--- config.mk ---
export PLATFORM = sky130hd
export DESIGN_NAME = binary_cross_entropy_loss_grad
export DESIGN_NICKNAME = d
export VERILOG_FILES = /design/src/rtl/core/bce_pkg.sv /design/src/rtl/core/bce_front.sv /design/src/rtl/core/bce_back.sv /design/src/rtl/core/binary_cross_entropy_loss_grad.sv
export SDC_FILE = /design/constraint.sdc
export NUM_CORES = 2
export LEC_CHECK = 0
export ABC_AREA = 1
export BUFFER_PORTS_ARGS = -buffer_cell sky130_fd_sc_hd__buf_4
export CAP_MARGIN = 0
export CORE_MARGIN = 2
export CORE_UTILIZATION = 57
export DETAILED_ROUTE_END_ITERATION = 12
export PLACE_DENSITY = 0.81
export RECOVER_POWER = 25
export SLEW_MARGIN = 25
export SYNTH_ARGS = -nofsm -noshare
export SYNTH_HDL_FRONTEND = slang
export SYNTH_SLANG_ARGS = --single-unit
--- constraint.sdc ---
create_clock -name clk -period 24.4 [get_ports clk]
set_input_delay 4.88 -clock clk [delete_from_list [all_inputs] [get_ports clk]]
set_output_delay 4.88 -clock clk [all_outputs]
set_load 0.05 [all_outputs]
--- src/rtl/core/bce_pkg.sv ---
`default_nettype none
// ----------------------------------------------------------------------------
// bce_pkg
// Shared types and constants for the cross-entropy loss and gradient block.
// ----------------------------------------------------------------------------
package bce_pkg;

	localparam int unsigned GRAD_W = 25;
	localparam int unsigned MEAN_W = 20;
	localparam int unsigned SUM_W  = 40;
	localparam int unsigned CNT_W  = 21;
	localparam int unsigned LOG_FRAC = 24;
	localparam logic [31:0] LN2_Q32 = 32'd2977044472;
	localparam logic [GRAD_W-2:0] GRAD_MAX = '1;
	localparam logic [MEAN_W-1:0] MEAN_MAX = '1;

	// classified work item handed from front to back
	typedef struct packed {
		logic [24:0] x;
		logic        target;
		logic        last;
	} work_t;

endpackage
`default_nettype wire

--- src/rtl/core/bce_front.sv ---
`default_nettype none
// ----------------------------------------------------------------------------
// bce_front
// Clamps the prediction, picks the operand for the selected label and
// holds the item in a two-entry queue toward the back end.
// ----------------------------------------------------------------------------
module bce_front #(
	parameter int unsigned PROB_BITS = 16
) (
	input  wire logic            clk,
	input  wire logic            arst_n,
	input  wire logic            in_valid,
	output logic                 in_ready,
	input  wire logic [15:0]     prediction,
	input  wire logic            target,
	input  wire logic            end_of_batch,
	output logic                 q_valid,
	input  wire logic            q_ready,
	output bce_pkg::work_t       q_item
);

	localparam logic [24:0] ONE = 25'(1) << PROB_BITS;

	logic [24:0] p_w;
	bce_pkg::work_t item_w;
	bce_pkg::work_t ent_q [2];
	logic rd_q, wr_q;
	logic [1:0] cnt_q;
	logic push, pop;

	// clamp into 1 .. ONE-1
	always_comb begin
		p_w = 25'(prediction);
		if (p_w == '0) p_w = 25'd1;
		if (p_w >= ONE) p_w = ONE - 25'd1;
		item_w.x = target ? p_w : (ONE - p_w);
		item_w.target = target;
		item_w.last = end_of_batch;
	end

	assign in_ready = (cnt_q != 2'd2);
	assign push = in_valid && in_ready;
	assign pop = q_valid && q_ready;
	assign q_valid = (cnt_q != 2'd0);
	assign q_item = ent_q[rd_q];

	// queue pointers
	always_ff @(posedge clk or negedge arst_n) begin
		if (!arst_n) begin
			rd_q <= 1'b0;
			wr_q <= 1'b0;
			cnt_q <= 2'd0;
		end else begin
			if (push) wr_q <= ~wr_q;
			if (pop) rd_q <= ~rd_q;
			cnt_q <= cnt_q + 2'(push) - 2'(pop);
		end
	end

	// queue storage
	always_ff @(posedge clk) begin
		if (push) ent_q[wr_q] <= item_w;
	end

`ifndef SYNTHESIS
	a_no_overflow: assert property (@(posedge clk) disable iff (!arst_n)
		cnt_q == 2'd2 |-> !push) else $error("queue overflow");
	a_no_underflow: assert property (@(posedge clk) disable iff (!arst_n)
		cnt_q == 2'd0 |-> !pop) else $error("queue underflow");
	a_count: assert property (@(posedge clk) disable iff (!arst_n)
		cnt_q != 2'd3) else $error("bad queue count");
`endif

endmodule
`default_nettype wire

--- src/rtl/core/bce_back.sv ---
`default_nettype none
// ----------------------------------------------------------------------------
// bce_back
// Sequencer that runs one item at a time: restoring divide for the gradient,
// squaring log2 for the loss, then the batch mean divide on a last item.
// ----------------------------------------------------------------------------
module bce_back #(
	parameter int unsigned MAX_SAMPLES = 1048576,
	parameter int unsigned PROB_BITS = 16
) (
	input  wire logic           clk,
	input  wire logic           arst_n,
	input  wire logic           q_valid,
	output logic                q_ready,
	input  wire bce_pkg::work_t q_item,
	output logic                out_valid,
	input  wire logic           out_ready,
	output logic [24:0]         gradient,
	output logic [19:0]         mean_loss,
	output logic                loss_valid
);

	localparam int unsigned NUM_SH = PROB_BITS + 8;
	localparam logic [20:0] CNT_CAP = (MAX_SAMPLES > 2097151) ? 21'h1FFFFF : 21'(MAX_SAMPLES);

	localparam logic [2:0] ST_IDLE = 3'd0;
	localparam logic [2:0] ST_GDIV = 3'd1;
	localparam logic [2:0] ST_LOG  = 3'd2;
	localparam logic [2:0] ST_MUL  = 3'd3;
	localparam logic [2:0] ST_ACC  = 3'd4;
	localparam logic [2:0] ST_MDIV = 3'd5;
	localparam logic [2:0] ST_OUT  = 3'd6;

	logic [2:0]  state_q;
	logic [5:0]  step_q;
	bce_pkg::work_t item_q;
	logic [24:0] drem_q;
	logic [32:0] dquo_q;
	logic [5:0]  exp_q;
	logic [32:0] man_q;
	logic [23:0] frac_q;
	logic [63:0] prod_q;
	logic [39:0] sum_q;
	logic [20:0] cnt_q;
	logic [40:0] mrem_q;
	logic [39:0] mquo_q;
	logic [24:0] grad_q;
	logic [19:0] mean_q;
	logic        lv_q;
	logic        ov_q;

	logic [25:0] dtrial;
	logic [65:0] sq;
	logic [31:0] sqs;
	logic [29:0] dval;
	logic [40:0] lsum;
	logic [41:0] mtrial;
	logic [23:0] mag;
	logic [5:0]  lead_pos;

	assign q_ready = (state_q == ST_IDLE);
	assign out_valid = ov_q;
	assign gradient = grad_q;
	assign mean_loss = mean_q;
	assign loss_valid = lv_q;

	// one bit per cycle of numerator 2^NUM_SH / x
	assign dtrial = {drem_q, (step_q == 6'(NUM_SH)) ? 1'b1 : 1'b0};
	assign sq = 66'(man_q) * 66'(man_q);
	assign sqs = 32'(sq >> 31);
	assign dval = 30'(PROB_BITS << bce_pkg::LOG_FRAC) - {exp_q, frac_q};
	assign lsum = 41'(sum_q) + 41'(prod_q[63:40]) + 41'(prod_q[39]);
	assign mtrial = {mrem_q, mquo_q[39]};
	assign mag = (dquo_q > 33'(bce_pkg::GRAD_MAX)) ? 24'(bce_pkg::GRAD_MAX) : 24'(dquo_q);

	// leading one position of the log operand
	always_comb begin
		lead_pos = '0;
		for (int i = 0; i < 25; i++) begin
			if (item_q.x[i]) lead_pos = 6'(i);
		end
	end

	// sequencer
	always_ff @(posedge clk or negedge arst_n) begin
		if (!arst_n) begin
			state_q <= ST_IDLE;
			ov_q <= 1'b0;
			sum_q <= '0;
			cnt_q <= '0;
		end else begin
			// load a new result or drop the one just taken
			if (state_q == ST_OUT && (!ov_q || out_ready)) ov_q <= 1'b1;
			else if (ov_q && out_ready) ov_q <= 1'b0;
			case (state_q)
				ST_IDLE: begin
					if (q_valid) state_q <= ST_GDIV;
				end
				ST_GDIV: begin
					if (step_q == 6'd0) state_q <= ST_LOG;
				end
				ST_LOG: begin
					if (step_q == 6'd0) state_q <= ST_MUL;
				end
				ST_MUL: state_q <= ST_ACC;
				ST_ACC: state_q <= item_q.last ? ST_MDIV : ST_OUT;
				ST_MDIV: begin
					if (step_q == 6'd0) state_q <= ST_OUT;
				end
				ST_OUT: begin
					if (!ov_q || out_ready) begin
						state_q <= ST_IDLE;
						if (item_q.last) begin
							sum_q <= '0;
							cnt_q <= '0;
						end
					end
				end
				default: state_q <= ST_IDLE;
			endcase
			if (state_q == ST_ACC) begin
				sum_q <= lsum[40] ? '1 : lsum[39:0];
				if (cnt_q < CNT_CAP) cnt_q <= cnt_q + 21'd1;
			end
		end
	end

	// datapath
	always_ff @(posedge clk) begin
		case (state_q)
			ST_IDLE: begin
				item_q <= q_item;
				drem_q <= '0;
				dquo_q <= '0;
				step_q <= 6'(NUM_SH);
			end
			ST_GDIV: begin
				if (dtrial >= 26'(item_q.x)) begin
					drem_q <= 25'(dtrial - 26'(item_q.x));
					dquo_q <= {dquo_q[31:0], 1'b1};
				end else begin
					drem_q <= dtrial[24:0];
					dquo_q <= {dquo_q[31:0], 1'b0};
				end
				if (step_q == 6'd0) begin
					// leading one of x, normalize to Q1.31
					exp_q <= lead_pos;
					man_q <= 33'(item_q.x) << (6'd31 - lead_pos);
					frac_q <= '0;
					step_q <= 6'(bce_pkg::LOG_FRAC - 1);
				end else begin
					step_q <= step_q - 6'd1;
				end
			end
			ST_LOG: begin
				if (sq[65:63] != 3'd0) begin
					man_q <= 33'(sq >> 32);
					frac_q <= {frac_q[22:0], 1'b1};
				end else begin
					man_q <= 33'(sqs);
					frac_q <= {frac_q[22:0], 1'b0};
				end
				if (step_q != 6'd0) step_q <= step_q - 6'd1;
			end
			ST_MUL: prod_q <= 64'(dval) * 64'(bce_pkg::LN2_Q32);
			ST_ACC: begin
				mrem_q <= '0;
				mquo_q <= lsum[40] ? '1 : lsum[39:0];
				step_q <= 6'd39;
			end
			ST_MDIV: begin
				if (mtrial >= 42'(cnt_q)) begin
					mrem_q <= 41'(mtrial - 42'(cnt_q));
					mquo_q <= {mquo_q[38:0], 1'b1};
				end else begin
					mrem_q <= mtrial[40:0];
					mquo_q <= {mquo_q[38:0], 1'b0};
				end
				if (step_q != 6'd0) step_q <= step_q - 6'd1;
			end
			ST_OUT: begin
				if (!ov_q || out_ready) begin
					grad_q <= item_q.target ? 25'(-{1'b0, mag}) : {1'b0, mag};
					lv_q <= item_q.last;
					if (!item_q.last || cnt_q == '0) mean_q <= '0;
					else if (mquo_q[39:20] != '0) mean_q <= bce_pkg::MEAN_MAX;
					else mean_q <= mquo_q[19:0];
				end
			end
			default: ;
		endcase
	end

`ifndef SYNTHESIS
	a_take_idle: assert property (@(posedge clk) disable iff (!arst_n)
		q_ready |-> state_q == ST_IDLE) else $error("take outside idle");
	a_out_hold: assert property (@(posedge clk) disable iff (!arst_n)
		ov_q && !out_ready |=> ov_q) else $error("result dropped");
	a_cnt_cap: assert property (@(posedge clk) disable iff (!arst_n)
		cnt_q <= CNT_CAP) else $error("count above cap");
`endif

endmodule
`default_nettype wire

--- src/rtl/core/binary_cross_entropy_loss_grad.sv ---
`default_nettype none
// ----------------------------------------------------------------------------
// binary_cross_entropy_loss_grad
// Per-sample cross-entropy gradient with batch mean loss.
// ----------------------------------------------------------------------------
// One result per sample. A front queue of two entries takes samples while the
// back end works; the back end handles one sample at a time (a take step,
// one-bit gradient divide steps, squaring steps for the 24-bit log2 fraction,
// then multiply, accumulate and output), with the bit-serial mean divide
// before the output on a sample marked last.
// The output register holds a result until taken; the back end stalls in its
// output step while an earlier result still waits.
module binary_cross_entropy_loss_grad #(
	parameter int unsigned MAX_SAMPLES = 1048576,
	parameter int unsigned PROB_BITS = 16
) (
	input  wire logic        clk,
	input  wire logic        arst_n,
	input  wire logic        s_axis_tvalid,
	output logic             s_axis_tready,
	input  wire logic [15:0] s_axis_tdata,   // [15:0] prediction
	input  wire logic        s_axis_tuser,   // target
	input  wire logic        s_axis_tlast,   // end_of_batch
	output logic             m_axis_tvalid,
	input  wire logic        m_axis_tready,
	output logic [47:0]      m_axis_tdata,   // [24:0] gradient, [44:25] mean_loss
	output logic             m_axis_tuser    // loss_valid
);

	logic q_valid, q_ready;
	bce_pkg::work_t q_item;
	logic [24:0] gradient;
	logic [19:0] mean_loss;

	bce_front #(.PROB_BITS(PROB_BITS)) u_front (
		.clk(clk), .arst_n(arst_n),
		.in_valid(s_axis_tvalid), .in_ready(s_axis_tready),
		.prediction(s_axis_tdata), .target(s_axis_tuser),
		.end_of_batch(s_axis_tlast),
		.q_valid(q_valid), .q_ready(q_ready), .q_item(q_item)
	);

	bce_back #(.MAX_SAMPLES(MAX_SAMPLES), .PROB_BITS(PROB_BITS)) u_back (
		.clk(clk), .arst_n(arst_n),
		.q_valid(q_valid), .q_ready(q_ready), .q_item(q_item),
		.out_valid(m_axis_tvalid), .out_ready(m_axis_tready),
		.gradient(gradient), .mean_loss(mean_loss), .loss_valid(m_axis_tuser)
	);

	assign m_axis_tdata = {3'b000, mean_loss, gradient};

endmodule
`default_nettype wire

* Yosys cells after proc, flatten, opt, wreduce, memory -nomap -nowiden *
Memories as Yosys holds them, arrays and structs flattened. A register that Yosys moved wholly into a read port is not among the register bits.
Index checks and enable logic that the tools add are counted.

word-level totals
  bits in registers = 382
  word-level logic and storage cells = 157
  memories kept = 1
  bits of input ports = 22
  RAM bits = 54
  output and inout bits = 51

memories
  memory         words  width  rd ports  clocked after memory_dff  wr ports  line             text
  u_front.ent_q  2      27     1         1                         1         bce_front.sv:26  bce_pkg::work_t ent_q [2];

cells by class
  equal/unequal tests = 14
  multipliers = 2
  muxes and demuxes = 69
  add/subtract/negate cells = 12
  order comparisons = 5
  bitwise gates (word level) = 2
  shifts and indexed selects = 1
  reductions and logical operators = 31

operators with widths
  kind                    count
  $mux 40                 5
  $mux 6                  25
  $pmux 33 s2             2
  $mux 21                 5
  $pmux 41 s2             1
  $pmux 40 s2             1
  $mux 25                 3
  $mux 24                 3
  $mul 33x33->66          1
  $mux 33                 2
  $mul 30x29->59 const B  1
  $pmux 25 s2             1
  $pmux 24 s2             1
  $ge 42x21->1            1
  $add 40x22->41          1
  $add 41x1->41           1
  $mux 41                 1
  $sub 41x21->41          1
  $gt 33x24->1 const B    1
  $shl 25x6->33           1
  $sub 29x30->30 const A  1
  $ge 26x25->1            1
  $neg 24->25             1
  $sub 17x25->25 const A  1
  38 further kinds        74

* Logic depth before layout (Yosys ltp) *
  depth in word-level cells = 28
  depth in mapped cells = 44
  mapped depth without buffers = 43

* By module *
From an unflattened synthesis, not the netlist that was laid out.

second synthesis, totals
  cells, all modules = 7934
  area total of the unflattened synthesis = 69278.9 µm²

modules (own cells, without submodules)
  module                          instances  area an instance (µm²)  cells each  seq. area each (µm²)
  bce_back                        1          67090.6                 7703        10725.3
  bce_front                       1          2162.1                  227         1241.2
  binary_cross_entropy_loss_grad  1          26.3                    4           0.0

* Worst setup path after synthesis *
No wires, ideal clock.

  path type = reg2reg
  start = register u_back.frac_q[0]
  end = register u_back.prod_q[61] (data pin)
  clock period less this slack = 8.880 ns
  slack = 15.520 ns
  required time = 24.135 ns
  library setup time = 0.265 ns
  buffers on the path = 1
  cell stages (with the launch flop) = 43
  arrival time = 8.615 ns
  cell sequence = edfxtp_1 buf_6 inv_1 ha_1 nand2_1 nor2_2 inv_2 nor2_1 nand2_1 nor2_2 nand4_1 nor4_2 nand3_1 nor2_1 nand2_1 nor2_1 xor2_1 inv_1 (+7 left out) inv_1 fa_1 inv_1 fa_1 inv_1 fa_1 inv_1 ha_1 a21oi_1 inv_1 a31oi_1 a21oi_1 nor2_1 nand3_1 a21o_1 a21boi_0 o21ai_0 xor2_1

on the way
  cells in the longest elaborated chain, start to end = 2

ends and longest elaborated chain
  what                    line             text
  from (decl)             bce_back.sv:41   logic [23:0] frac_q;
  from (signal assigned)  bce_back.sv:158  frac_q <= {frac_q[22:0], 1'b1};
  from (signal assigned)  bce_back.sv:161  frac_q <= {frac_q[22:0], 1'b0};
  $sub 29x30->30          bce_back.sv:71   assign dval = 30'(PROB_BITS << bce_pkg::LOG_FRAC) - {exp_q, frac_q};
  $mul 30x29->59          bce_back.sv:165  ST_MUL: prod_q <= 64'(dval) * 64'(bce_pkg::LN2_Q32);
  to (signal assigned)    bce_back.sv:165
  to (decl)               bce_back.sv:42   logic [63:0] prod_q;

Every way passes these cells.
A chain may end at the register's enable or synchronous reset.

* Worst setup path after layout *
Same ends and word-level chain as after synthesis.

==> impl_metrics.env <==
export IMPL_drc=0
export IMPL_dieArea_sq_um=124000
export IMPL_syn_to_final_growth_pct=5.42
export IMPL_cp_slowest_cell="edfxtp_1"
export IMPL_drt_iter0_drc=3872
export IMPL_async_flop_share=0.172
export IMPL_grt_pass1_vias=56000
export IMPL_finalCritPeriodShare=0.428
export IMPL_slowest_delay_ns=0.69
export IMPL_routedWlPerCell_um=18.3
export IMPL_core_area_sq_um=120000
export IMPL_place_hpwl_mm=144
export IMPL_io_pins=73
export IMPL_worstSetupPathType="reg -> reg"
export IMPL_first_pass_iters=6
export IMPL_yosys_most_used_dff="edfxtp_1"
export IMPL_post_cts_resized=0
export IMPL_crit_path_start_kind="flip-flop"
export IMPL_tightest_slew_ns=3.49
export IMPL_syn_instance_count=7945
export IMPL_fin_tns_setup_ns=0
export IMPL_grt_usage=0.290
export IMPL_synth_top_area_cell="fa_1"
export IMPL_clock_path_buffers=3
export IMPL_diodes=0
export IMPL_start_util=0.576
export IMPL_syn_avg_cell_area_sq_um=8.71
export IMPL_layout_commonest_cell="inv_1"
export IMPL_endpoint_kind="flip-flop"
export IMPL_maxSlewViolCount=298
export IMPL_period_minus_slack_ns=10.45
export IMPL_num_fill_cells=10100
export IMPL_drt_total_wl_mm=176
export IMPL_fin_area_sq_um=73000
export IMPL_finalSetupViolCount=0
export IMPL_synth_distinct_cells=72
export IMPL_yosysWarnings=0
export IMPL_via_per_inst=5.43
export IMPL_insertion_delay_ns=0.66
export IMPL_finalHoldViolCount=0
export IMPL_cts_max_level=2
export IMPL_hold_start="u_back.cnt_q[2]$_DFF_PN0_"
export IMPL_io_buffers=69
export IMPL_synth_edf_count=333
export IMPL_seq_area_frac_synth=0.169
export IMPL_ys_seq_elements=402
export IMPL_drive_above_1_share=0.0374
export IMPL_core_rowCount=127
export IMPL_synthTopCellsByArea="fa_1 35%, edfxtp_1 14%, inv_1 12%"
export IMPL_cts_tree="built"
export IMPL_r2r_start="u_back.frac_q[0]$_SDFFCE_PN0P_"
export IMPL_synth_area_sq_um=69200
export IMPL_relSlewSlack=-1.33
export IMPL_grt_max_degree=88
export IMPL_placed_area_sq_um=71500
export IMPL_grt_antenna_before_repair=0
export IMPL_gp_congestion=0.995
export IMPL_worstPathArrival_ns=10.84
export IMPL_cts_setup_buffers=0
export IMPL_final_cell_mix="2218 x inv_1, 1273 x nand2_1, 1217 x fa_1"
export IMPL_dieHeight_um=353
export IMPL_grt_overflow_total=0
export IMPL_status="finished with violations"
export IMPL_violations="max-capacitance violations, max-slew violations"
export IMPL_cts_root_buffer="clkbuf_16"
export IMPL_vias=52000
export IMPL_ant_nets=0
export IMPL_grt_pass1_wl_mm=289
export IMPL_cp_max_fo=13
export IMPL_cts_hold_buf=0
export IMPL_crit_required_ns=24.79
export IMPL_cap_violations=6
export IMPL_cts_made_buffers=47
export IMPL_clkSinkCount=402
export IMPL_cp_common_cell="inv_1"
export IMPL_cts_reportedPaths_clkPinSlew_ns=0.09
export IMPL_rsz0062_at_grt="no"
export IMPL_nNetsFinal=9824
export IMPL_min_delay_path_class="reg -> reg"
export IMPL_skew_ns=0.0847
export IMPL_netlist_area_leader_share=0.352
export IMPL_fmax_mhz=95.7
export IMPL_die_x_um=353
export IMPL_crit_start="u_back.frac_q[0]$_SDFFCE_PN0P_"
## critical path: cells and delay by family (launching register included)
kind	cells	cell delay, ns
AOI/OAI and AO/OA	6	1.33
DFF	1	0.69
and+or+nand+nor	13	1.76
xor gates and xnor gates	2	0.64
buffers and inverters	10	1.25
adders and majority gates	10	4.48
## through the flow
stage / setup WS, ns / instances / hold slack (ns) / util
floorplan: 15.52 / 7947 / 0.421 / -
global placement: 14.16 / 9489 / 0.444 / 0.595
detailed placement: 14.04 / 9491 / 0.444 / 0.595
CTS: 14.00 / 9579 / 0.452 / 0.608
global route: 13.26 / 9580 / 0.464 / 0.608
finish: 13.95 / 9580 / 0.449 / 0.608
## layout make-up
cell class,count,area (sq um),area share
sequential,402,11700,0.161
timing repair buffer,132,973,0.0133
tap,1612,2020,0.0276
clock buffer,57,1260,0.0173
multi-input combinational,5113,48300,0.662
inverter,2233,8380,0.115
clock inverter,31,285,0.00391
## sequential cells by signal, summed over array words and instances (netlist names), 23 cells and up
register / cells
u_back.gradient: 25
u_back.sum_q: 40
u_back.mquo_q: 40
u_back.prod_q: 23
u_back.frac_q: 24
u_back.mrem_q: 41
u_back.drem_q: 25
u_front.ent_q: 38
u_back.dquo_q: 33
u_back.man_q: 33
## path summary, 6_finish.rpt
path                                                end  slack (ns)  depth (start not counted)
max in group asynchronous   u_back.sum_q[7]$_DFFE_PN0P_       19.60                          2
min reg2reg                   u_back.cnt_q[2]$_DFF_PN0_        0.45                          1
max reg2reg                 u_back.prod_q[61]$_DFFE_PP_       13.95                         41
min in group asynchronous  u_back.sum_q[25]$_DFFE_PN0P_        4.21                          1
max                         u_back.prod_q[61]$_DFFE_PP_       13.95                         41
min                           u_back.cnt_q[2]$_DFF_PN0_        0.45                          1
## layer usage
metal,wire (um),share of wire,up-vias,track usage
li1,-,-,24000,-
met1,69000,0.39,25700,0.370
met2,89100,0.51,1851,0.511
met3,10000,0.057,458,0.0287
met4,7720,0.044,0,0.113
met5,0,0,-,0
## logic make-up (layout without fill, tap and decap cells)
kind of cell / count (synthesis) / in the layout / share of synthesized area
buffers and inverters: 2432 / 2453 / 0.133
and+or+nand+nor: 2220 / 2220 / 0.134
adders and majority gates: 1873 / 1873 / 0.470
AOI/OAI and AO/OA: 795 / 795 / 0.0645
DFF: 402 / 402 / 0.169
xor gates and xnor gates: 203 / 203 / 0.0258
muxes: 19 / 19 / 0.00309
other: 1 / 3 / 0.0000542
## Yosys cell counts, drive strengths merged (51+ instances only)
cell type  count
a21oi        307
a31oi         51
clkbuf       165
dfrtp         69
edfxtp       333
fa          1217
ha           656
inv         2231
nand2       1278
nand3        230
nor2         526
nor3          70
o21ai        298
xnor2         64
xor2         139
Power is left out: the tool's default activity adds up to more than one toggle a clock period on the data nets, which glitch-free logic cannot reach.
